**config.mk**
```make
export PLATFORM = sky130hd
export DESIGN_NAME = i2c_master_bit_sequencer_flat
export DESIGN_NICKNAME = d
export VERILOG_FILES = /design/src/sv/i2cms_pkg.sv /design/src/sv/i2cms_if.sv /design/src/sv/i2c_master_bit_sequencer.sv /design/src/sv/i2cms_cfg.sv /design/src/sv/i2cms_core.sv /design/src/sv/i2cms_obuf.sv /design/src/flat_wrapper.sv
export SDC_FILE = /design/constraint.sdc
export NUM_CORES = 1
export LEC_CHECK = 0
export BUFFER_PORTS_ARGS = -buffer_cell sky130_fd_sc_hd__buf_2
export CAP_MARGIN = 20
export CORE_UTILIZATION = 60
export CTS_CLUSTER_DIAMETER = 120
export CTS_CLUSTER_SIZE = 25
export DETAILED_ROUTE_END_ITERATION = 8
export PLACE_DENSITY = 0.84
export SLEW_MARGIN = 20
export SYNTH_ARGS = -nofsm -noshare
export SYNTH_HDL_FRONTEND = slang
export SYNTH_HIERARCHICAL = 1
export SYNTH_SLANG_ARGS = --single-unit
```
**constraint.sdc**
```tcl
create_clock -name clk -period 5.4 [get_ports clk]
set_input_delay 0.27 -clock clk [delete_from_list [all_inputs] [get_ports clk]]
set_output_delay 0.27 -clock clk [all_outputs]
set_load 0.005 [all_outputs]
```
**src/sv/i2cms_pkg.sv**
```systemverilog
// Shared types, command codes and a helper function of the I2C master bit sequencer.
`default_nettype none
package i2cms_pkg;

  localparam int unsigned DATA_BITS = 8;
  localparam int unsigned FUNC_W    = 3;
  localparam int unsigned TICK_W    = 4;
  localparam int unsigned CFG_IDX_W = 2;
  localparam int unsigned BCNT_W    = 4;

  // Command codes carried on the func field.
  localparam logic [FUNC_W-1:0] FUNC_NONE  = 3'd0;
  localparam logic [FUNC_W-1:0] FUNC_START = 3'd1;
  localparam logic [FUNC_W-1:0] FUNC_STOP  = 3'd2;
  localparam logic [FUNC_W-1:0] FUNC_WRITE = 3'd3;
  localparam logic [FUNC_W-1:0] FUNC_READ  = 3'd4;

  // Configuration register indexes.
  localparam logic [CFG_IDX_W-1:0] REG_SETUP = 2'd0;
  localparam logic [CFG_IDX_W-1:0] REG_HIGH  = 2'd1;
  localparam logic [CFG_IDX_W-1:0] REG_LOW   = 2'd2;
  localparam logic [CFG_IDX_W-1:0] REG_COND  = 2'd3;

  typedef enum logic [4:0] {
    MODE_IDLE  = 5'b00001,
    MODE_START = 5'b00010,
    MODE_STOP  = 5'b00100,
    MODE_WRITE = 5'b01000,
    MODE_READ  = 5'b10000
  } mode_t;

  typedef struct packed {
    logic [TICK_W-1:0] setup_ticks;
    logic [TICK_W-1:0] high_ticks;
    logic [TICK_W-1:0] low_ticks;
    logic [TICK_W-1:0] cond_ticks;
  } cfg_t;

  typedef struct packed {
    logic                 scl_release;
    logic                 sda_release;
    logic                 busy_res;
    logic                 done_res;
    logic [DATA_BITS-1:0] rx_byte;
    logic                 ack_level;
  } result_t;

  // A delay register holds a tick count; zero behaves as one. The counter
  // loads one less than the delay since the entry tick counts too.
  function automatic logic [TICK_W-1:0] span(input logic [TICK_W-1:0] r);
    span = (r == '0) ? '0 : r - 1'b1;
  endfunction

endpackage
`default_nettype wire

```
**src/sv/i2cms_if.sv**
```systemverilog
// Handshake interfaces for the tick/command channel and the pin/result channel.
`default_nettype none
interface i2cms_cmd_if;
  import i2cms_pkg::*;
  logic                 valid;
  logic                 ready;
  logic [FUNC_W-1:0]    func;
  logic [DATA_BITS-1:0] tx_byte;
  logic                 nak_out;
  logic                 sda_in;

  modport source (output valid, func, tx_byte, nak_out, sda_in, input ready);
  modport sink   (input valid, func, tx_byte, nak_out, sda_in, output ready);
endinterface

interface i2cms_res_if;
  import i2cms_pkg::*;
  logic                 valid;
  logic                 ready;
  logic                 scl_release;
  logic                 sda_release;
  logic                 busy_res;
  logic                 done_res;
  logic [DATA_BITS-1:0] rx_byte;
  logic                 ack_level;

  modport source (output valid, scl_release, sda_release, busy_res, done_res, rx_byte,
                  ack_level, input ready);
  modport sink   (input valid, scl_release, sda_release, busy_res, done_res, rx_byte,
                  ack_level, output ready);
endinterface
`default_nettype wire

```
**src/sv/i2c_master_bit_sequencer.sv**
```systemverilog
// Top level of the I2C master bit sequencer: one bus tick per beat in, pin levels out.
// The result beat for a tick is registered in the output buffer before it is presented.
// Throughput: one tick beat per cycle while the buffer has room; the two-entry result buffer absorbs one stalled beat.
// A tick beat is refused only while two result beats wait on the output.
// Reset (rst, synchronous, active high) returns the bus state to idle with both lines
// released and the timing registers to setup 1, high 4, low 1 and cond 2 ticks.
`default_nettype none
module i2c_master_bit_sequencer (
  input  logic                            clk,
  input  logic                            rst,
  i2cms_cmd_if.sink                       cmd,
  i2cms_res_if.source                     res,
  input  logic                            cfg_we,
  input  logic [i2cms_pkg::CFG_IDX_W-1:0] cfg_index,
  input  logic [i2cms_pkg::TICK_W-1:0]    cfg_wdata
);
  import i2cms_pkg::*;

  cfg_t    cfg;
  result_t step_result;
  result_t head;
  logic    room;
  logic    step;

  // A tick beat advances the bus state only when it is taken, so a stalled
  // tick leaves the line timing untouched.
  assign cmd.ready = room;
  assign step      = cmd.valid && room;

  i2cms_cfg u_cfg (
    .clk   (clk),
    .rst   (rst),
    .we    (cfg_we),
    .index (cfg_index),
    .wdata (cfg_wdata),
    .cfg   (cfg)
  );

  // The sequencer works out the new bus state and the beat's result in the
  // same cycle; the result goes straight into the output buffer.
  i2cms_core u_core (
    .clk     (clk),
    .rst     (rst),
    .step    (step),
    .func    (cmd.func),
    .tx_byte (cmd.tx_byte),
    .nak_out (cmd.nak_out),
    .sda_in  (cmd.sda_in),
    .cfg     (cfg),
    .result  (step_result)
  );

  // The buffer keeps taking ticks while one result beat waits downstream.
  i2cms_obuf u_obuf (
    .clk        (clk),
    .rst        (rst),
    .push       (step),
    .push_data  (step_result),
    .has_room   (room),
    .head_valid (res.valid),
    .pop        (res.valid && res.ready),
    .head_data  (head)
  );

  assign res.scl_release = head.scl_release;
  assign res.sda_release = head.sda_release;
  assign res.busy_res    = head.busy_res;
  assign res.done_res    = head.done_res;
  assign res.rx_byte     = head.rx_byte;
  assign res.ack_level   = head.ack_level;

endmodule
`default_nettype wire

```
**src/sv/i2cms_cfg.sv**
```systemverilog
// Timing configuration registers of the I2C master bit sequencer.
`default_nettype none
module i2cms_cfg (
  input  logic                           clk,
  input  logic                           rst,
  input  logic                           we,
  input  logic [i2cms_pkg::CFG_IDX_W-1:0] index,
  input  logic [i2cms_pkg::TICK_W-1:0]    wdata,
  output i2cms_pkg::cfg_t                 cfg
);
  import i2cms_pkg::*;

  always_ff @(posedge clk) begin
    if (rst) begin
      cfg.setup_ticks <= 4'd1;
      cfg.high_ticks  <= 4'd4;
      cfg.low_ticks   <= 4'd1;
      cfg.cond_ticks  <= 4'd2;
    end else if (we) begin
      case (index)
        REG_SETUP: cfg.setup_ticks <= wdata;
        REG_HIGH:  cfg.high_ticks  <= wdata;
        REG_LOW:   cfg.low_ticks   <= wdata;
        REG_COND:  cfg.cond_ticks  <= wdata;
        default:   cfg.setup_ticks <= cfg.setup_ticks;
      endcase
    end
  end

endmodule
`default_nettype wire

```
**src/sv/i2cms_core.sv**
```systemverilog
// Bus sequencing state and its one-tick update for start, stop, write and read.
`default_nettype none
module i2cms_core (
  input  logic                            clk,
  input  logic                            rst,
  input  logic                            step,
  input  logic [i2cms_pkg::FUNC_W-1:0]    func,
  input  logic [i2cms_pkg::DATA_BITS-1:0] tx_byte,
  input  logic                            nak_out,
  input  logic                            sda_in,
  input  i2cms_pkg::cfg_t                 cfg,
  output i2cms_pkg::result_t              result
);
  import i2cms_pkg::*;

  mode_t                mode, mode_next;
  logic [1:0]           phase, phase_next;
  logic [TICK_W-1:0]    tick_count, tick_count_next;
  logic [BCNT_W-1:0]    bit_count, bit_count_next;
  logic [DATA_BITS-1:0] shift_reg, shift_reg_next;
  logic                 scl_state, scl_state_next;
  logic                 sda_state, sda_state_next;
  logic                 ack_flag, ack_flag_next;
  logic                 nak_hold, nak_hold_next;
  logic [DATA_BITS-1:0] rx_hold, rx_hold_next;
  logic                 done;

  always_comb begin
    logic                 is_write;
    logic                 sent;
    logic [1:0]           ph;
    logic [BCNT_W-1:0]    bc;
    logic [DATA_BITS-1:0] sh;

    mode_next       = mode;
    phase_next      = phase;
    tick_count_next = tick_count;
    bit_count_next  = bit_count;
    shift_reg_next  = shift_reg;
    scl_state_next  = scl_state;
    sda_state_next  = sda_state;
    ack_flag_next   = ack_flag;
    nak_hold_next   = nak_hold;
    rx_hold_next    = rx_hold;
    done            = 1'b0;
    is_write        = (mode == MODE_WRITE);
    ph              = phase + 2'd1;
    bc              = bit_count + 1'b1;
    sh              = shift_reg;
    sent            = 1'b0;

    if (mode == MODE_IDLE) begin
      case (func)
        FUNC_START: begin
          mode_next       = MODE_START;
          phase_next      = 2'd0;
          sda_state_next  = 1'b1;
          tick_count_next = span(cfg.cond_ticks);
        end
        FUNC_STOP: begin
          mode_next       = MODE_STOP;
          phase_next      = 2'd0;
          scl_state_next  = 1'b0;
          tick_count_next = span(cfg.cond_ticks);
        end
        FUNC_WRITE: begin
          mode_next       = MODE_WRITE;
          bit_count_next  = '0;
          shift_reg_next  = tx_byte;
          phase_next      = 2'd0;
          sda_state_next  = tx_byte[DATA_BITS-1];
          tick_count_next = span(cfg.setup_ticks);
        end
        FUNC_READ: begin
          mode_next       = MODE_READ;
          bit_count_next  = '0;
          shift_reg_next  = '0;
          nak_hold_next   = nak_out;
          phase_next      = 2'd1;
          sda_state_next  = 1'b1;
          scl_state_next  = 1'b1;
          tick_count_next = span(cfg.high_ticks);
        end
        default: mode_next = MODE_IDLE;
      endcase
    end else if (tick_count != '0) begin
      tick_count_next = tick_count - 1'b1;
    end else if (mode == MODE_START) begin
      if (phase == 2'd3) begin
        done = 1'b1;
      end else begin
        phase_next      = ph;
        tick_count_next = span(cfg.cond_ticks);
        case (ph)
          2'd1:    scl_state_next = 1'b1;
          2'd2:    sda_state_next = 1'b0;
          default: scl_state_next = 1'b0;
        endcase
      end
    end else if (mode == MODE_STOP) begin
      phase_next      = ph;
      tick_count_next = span(cfg.cond_ticks);
      case (ph)
        2'd1:    sda_state_next = 1'b0;
        2'd2:    scl_state_next = 1'b1;
        default: sda_state_next = 1'b1;
      endcase
      if (ph == 2'd3) begin
        done = 1'b1;
      end
    end else if (phase == 2'd0) begin
      phase_next      = 2'd1;
      scl_state_next  = 1'b1;
      tick_count_next = span(cfg.high_ticks);
    end else if (phase == 2'd1) begin
      // Sample SDA on the last tick of the SCL high time when receiving.
      sent = is_write ? (bit_count < BCNT_W'(DATA_BITS)) : (bit_count >= BCNT_W'(DATA_BITS));
      if (!sent) begin
        if (is_write) begin
          ack_flag_next = sda_in;
        end else begin
          shift_reg_next = {shift_reg[DATA_BITS-2:0], sda_in};
        end
      end
      phase_next      = 2'd2;
      scl_state_next  = 1'b0;
      tick_count_next = span(cfg.low_ticks);
    end else begin
      if (is_write && (bit_count < BCNT_W'(DATA_BITS))) begin
        sh = {shift_reg[DATA_BITS-2:0], 1'b0};
      end
      shift_reg_next = sh;
      bit_count_next = bc;
      if (bc >= BCNT_W'(DATA_BITS + 1)) begin
        if (!is_write) begin
          rx_hold_next = shift_reg;
        end
        done = 1'b1;
      end else begin
        sent = is_write ? (bc < BCNT_W'(DATA_BITS)) : (bc >= BCNT_W'(DATA_BITS));
        if (sent) begin
          phase_next      = 2'd0;
          sda_state_next  = is_write ? sh[DATA_BITS-1] : nak_hold;
          tick_count_next = span(cfg.setup_ticks);
        end else begin
          phase_next      = 2'd1;
          sda_state_next  = 1'b1;
          scl_state_next  = 1'b1;
          tick_count_next = span(cfg.high_ticks);
        end
      end
    end

    if (done) begin
      mode_next       = MODE_IDLE;
      phase_next      = 2'd0;
      tick_count_next = '0;
      bit_count_next  = '0;
    end
  end

  always_ff @(posedge clk) begin
    if (rst) begin
      mode       <= MODE_IDLE;
      phase      <= 2'd0;
      tick_count <= '0;
      bit_count  <= '0;
      shift_reg  <= '0;
      scl_state  <= 1'b1;
      sda_state  <= 1'b1;
      ack_flag   <= 1'b0;
      nak_hold   <= 1'b0;
      rx_hold    <= '0;
    end else if (step) begin
      mode       <= mode_next;
      phase      <= phase_next;
      tick_count <= tick_count_next;
      bit_count  <= bit_count_next;
      shift_reg  <= shift_reg_next;
      scl_state  <= scl_state_next;
      sda_state  <= sda_state_next;
      ack_flag   <= ack_flag_next;
      nak_hold   <= nak_hold_next;
      rx_hold    <= rx_hold_next;
    end
  end

  always_comb begin
    result.scl_release = scl_state_next;
    result.sda_release = sda_state_next;
    result.busy_res    = (mode_next != MODE_IDLE);
    result.done_res    = done;
    result.rx_byte     = rx_hold_next;
    result.ack_level   = ack_flag_next;
  end

endmodule
`default_nettype wire

```
**src/sv/i2cms_obuf.sv**
```systemverilog
// Two-entry result buffer that decouples the tick input from the result output.
`default_nettype none
module i2cms_obuf (
  input  logic               clk,
  input  logic               rst,
  input  logic               push,
  input  i2cms_pkg::result_t push_data,
  output logic               has_room,
  output logic               head_valid,
  input  logic               pop,
  output i2cms_pkg::result_t head_data
);
  import i2cms_pkg::*;

  logic    v0, v1;
  result_t d0, d1;

  assign has_room   = !v1;
  assign head_valid = v0;
  assign head_data  = d0;

  // A push only happens while the second slot is empty.
  always_ff @(posedge clk) begin
    if (rst) begin
      v0 <= 1'b0;
      v1 <= 1'b0;
    end else if (pop && push) begin
      v0 <= 1'b1;
    end else if (pop) begin
      v0 <= v1;
      v1 <= 1'b0;
    end else if (push) begin
      if (v0) begin
        v1 <= 1'b1;
      end else begin
        v0 <= 1'b1;
      end
    end
  end

  always_ff @(posedge clk) begin
    if (pop && push) begin
      d0 <= push_data;
    end else if (pop) begin
      d0 <= d1;
    end else if (push) begin
      if (v0) begin
        d1 <= push_data;
      end else begin
        d0 <= push_data;
      end
    end
  end

endmodule
`default_nettype wire

```
**src/flat_wrapper.sv**
```systemverilog
// flat-port wrapper written by rule: the top's interface ports become plain ports
module i2c_master_bit_sequencer_flat import i2cms_pkg::*;
  (clk, rst, cfg_we, cfg_index, cfg_wdata, cmd_valid, cmd_func, cmd_tx_byte, cmd_nak_out, cmd_sda_in, cmd_ready, res_valid, res_scl_release, res_sda_release, res_busy_res, res_done_res, res_rx_byte, res_ack_level, res_ready);
  i2cms_cmd_if cmd_i ();
  i2cms_res_if res_i ();
  input  logic clk;
  input  logic rst;
  input  logic cfg_we;
  input  logic [i2cms_pkg::CFG_IDX_W-1:0] cfg_index;
  input  logic [i2cms_pkg::TICK_W-1:0] cfg_wdata;
  input wire logic [$bits(cmd_i.valid)-1:0] cmd_valid;
  input wire logic [$bits(cmd_i.func)-1:0] cmd_func;
  input wire logic [$bits(cmd_i.tx_byte)-1:0] cmd_tx_byte;
  input wire logic [$bits(cmd_i.nak_out)-1:0] cmd_nak_out;
  input wire logic [$bits(cmd_i.sda_in)-1:0] cmd_sda_in;
  output wire logic [$bits(cmd_i.ready)-1:0] cmd_ready;
  output wire logic [$bits(res_i.valid)-1:0] res_valid;
  output wire logic [$bits(res_i.scl_release)-1:0] res_scl_release;
  output wire logic [$bits(res_i.sda_release)-1:0] res_sda_release;
  output wire logic [$bits(res_i.busy_res)-1:0] res_busy_res;
  output wire logic [$bits(res_i.done_res)-1:0] res_done_res;
  output wire logic [$bits(res_i.rx_byte)-1:0] res_rx_byte;
  output wire logic [$bits(res_i.ack_level)-1:0] res_ack_level;
  input wire logic [$bits(res_i.ready)-1:0] res_ready;
  assign cmd_i.valid = cmd_valid;
  assign cmd_i.func = cmd_func;
  assign cmd_i.tx_byte = cmd_tx_byte;
  assign cmd_i.nak_out = cmd_nak_out;
  assign cmd_i.sda_in = cmd_sda_in;
  assign cmd_ready = cmd_i.ready;
  assign res_valid = res_i.valid;
  assign res_scl_release = res_i.scl_release;
  assign res_sda_release = res_i.sda_release;
  assign res_busy_res = res_i.busy_res;
  assign res_done_res = res_i.done_res;
  assign res_rx_byte = res_i.rx_byte;
  assign res_ack_level = res_i.ack_level;
  assign res_i.ready = res_ready;
  i2c_master_bit_sequencer u_core (.clk(clk), .rst(rst), .cmd(cmd_i), .res(res_i), .cfg_we(cfg_we), .cfg_index(cfg_index), .cfg_wdata(cfg_wdata));
endmodule
```
==> flow_summary.yaml <==
timing:
  tightest_slew_ns: 0.9943
  fmax_ghz: 0.3213
  hold_violations: 0
  setup_viol: 0
  clock_skew_ns: 0.01101
  worst_hold_slack_ns: 0.1493
  min_period_over_period_pct: 57.64
  rsz0062_at_grt: "false"
  worst_slew_margin_rel_pct: 33.71
  maxSlewViolCount: 0
  period_needed_ns: 3.113
  fin_tns_setup_ns: 0
power_and_ir_drop:
  leakagePower_nw: 2.064
  powerDensity_nw_per_um2: 287.9
  vdd_ir_drop_max_mv: 0.1286
critical_path:
  path_class: "reg -> reg"
  cp.arrival_ns: 3.23
  crit_path_start_kind: "flop"
  r2r-start: "u_core/u_core/tick_count[0]"
  cp_data_required_time_ns: 5.51
  endpoint_kind: "flop"
  r2r_setup_slack_ns: 2.29
  rr_endpoint: "u_core/u_obuf/head_data[7]"
  cp_max_fo: 10
  reg2regPathDepth: 8
yosys:
  synth_fp_nets: 557
  yosys_register_bits: 79
  syn_inst: 514
  syn_area_um2: 4758
  yosysSeqAreaShare_pct: 38.71
  async_flop_share_pct: 0
  netlist.area_leader.share_pct: 22.30
  synth_largest_area_cell: "dfxtp_1"
  synth_edf_count: 26
  synthDistinctLibCells: 73
  synth_area_leaders: "dfxtp_1, edfxtp_1, mux2i_1"
  synthFlopType: "dfxtp_1"
  ys_warn_count: 6
  avgSynthCellArea_um2: 9.257
cts:
  cts_setup_buffers: 0
  cts-resized-gates: 0
  clk_latency_ns: 0.35
  htreeDepth: 3
  cts-root-buf: "clkbuf_8"
  ctsHoldBuffers: 0
  numCtsBuffers: 9
  cts_tree: "yes"
  cts_sinks: 79
  cts.clk_slew.worst_paths_ns: 0.09
  clk_path_buf_depth: 2
die:
  core_um2: 7687
  die_h_um: 91.06
  initial_core_util_pct: 61.90
  die_x_um: 91.06
  rows: 32
  dieArea_um2: 8291
  io_pins: 39
finish:
  max_flop_register: "u_core/u_cfg/cfg"
  drive_gt1_share_pct: 15.80
  layout_common_cells: "nor2_1, dfxtp_1, buf_2"
  num-fill-cells: 642
  area_delta_synth_final_pct: 8.257
  largest_reg_flops: 16
  diodes: 0
  layout.nets: 576
  layout_commonest_cell: "nor2_1"
  instances_no_fill: 640
routing:
  drtIter0Drc: 325
  drc: 0
  wl_per_cell_um: 17.24
  vias: 3945
  via_per_inst: 6.164
  ant_nets: 0
  wirelength_mm: 11.04
  firstDrtPassIters: 5
grt:
  grt_max_degree: 61
  track_usage_pct: 27.66
  grt_pass1_vias: 3794
  grt_pass1_wl_mm: 18.27
  grt_remaining_overflow: 0
  antenna_found_initial: 0
worst_hold_path:
  hold_end: "u_core/u_core/nak_hold"
  min-delay-start: "cmd_nak_out"
  hold_class: "in -> reg"
  hold_path_depth: 3
status:
  status: "complete, no violations"
run:
  maxCapViolCount: 0
place:
  dp_hpwl_mm: 7.940
  dp.cells: 624
  portBuffers: 38
  gp_congestion: 0.9465
## worst max-delay path by stage
| stage | start | end | slack (ns) | depth (start not counted) |
|---|---|---|---|---|
| 2_1_floorplan | u_core/u_core/phase[1] | u_core/u_obuf/head_data[2] | 2.85 | 8 |
| 3_3_place_gp | u_core/u_core/tick_count[0] | u_core/u_obuf/head_data[7] | 2.42 | 8 |
| 3_5_place_dp | u_core/u_core/tick_count[0] | u_core/u_obuf/head_data[7] | 2.32 | 8 |
| 4_1_cts | u_core/u_core/tick_count[0] | u_core/u_obuf/head_data[7] | 2.32 | 8 |
| 5_1_grt | u_core/u_core/tick_count[0] | u_core/u_core/rx_hold[4] | 2.00 | 9 |
| 6_report | u_core/u_core/tick_count[0] | u_core/u_obuf/head_data[7] | 2.29 | 8 |
## Yosys cell counts, drive strengths merged, types with 11 or more instances
cell type and n:
mux2 22, edfxtp 26, dfxtp 53, a211oi 11
nor2 56, buf 18, nand2b 25, o21ai 35
mux2i 32, inv 25, ha 19, clkbuf 13
nand2 24, a21oi 36, nor3 15
## where the power goes
group          internal [mW]  leakage, nW  switching, mW
registers              0.656        0.686         0.0320
clock network          0.252        0.113          0.241
logic                  0.117         1.27          0.185
## stage by stage
step                instance area, µm²  util (%)  worst slack (ns)  total power [mW]
floorplan                         4758         -             2.845            0.9181
global placement                  4913     63.92             2.420            0.9868
detailed placement                4920     64.00             2.323            0.9936
CTS                               5151     67.01             2.324             1.486
global route                      5151     67.01             2.002             1.555
finish                            5151     67.01             2.287             1.483
## routing by layer
layer	track usage (%)	part of all wire (%)	up-vias
li1	-	-	1889
met1	35.38	44	1862
met2	46.59	48	165
met3	5.360	6.2	29
met4	9.788	2.4	0
met5	0	0	-
## worst max-delay path, stage by stage (launching register included)
cell     delay (ns)
dfxtp_1        0.33
inv_1          0.12
ha_1           0.18
nor2b_1        0.26
nor2b_1        0.51
nand2_1        0.25
or3_1          0.55
mux2_1         0.41
mux2_4         0.27
## area by class of cell
type / count / area (µm²) / share of cell area, %
multi-input combinational: 379 / 2659 / 51.62
clock buffer: 10 / 148.9 / 2.890
timing repair buffer: 39 / 197.7 / 3.838
tap: 102 / 127.6 / 2.478
clock inverter: 6 / 82.58 / 1.603
sequential: 79 / 1842 / 35.75
inverter: 25 / 93.84 / 1.822
## cell families after synthesis
group                    count (synthesis)  synth area share, %
XOR/XNOR                                 7                1.604
AND/OR/NAND/NOR                        169                18.88
flip-flops                              79                38.71
adder cells (fa/ha/maj)                 19                4.996
multiplexers                            54                12.65
AO/OA/AOI/OAI                          130                17.51
buffers and inverters                   56                5.653
Note: power is estimated with default switching activity, not from simulation.
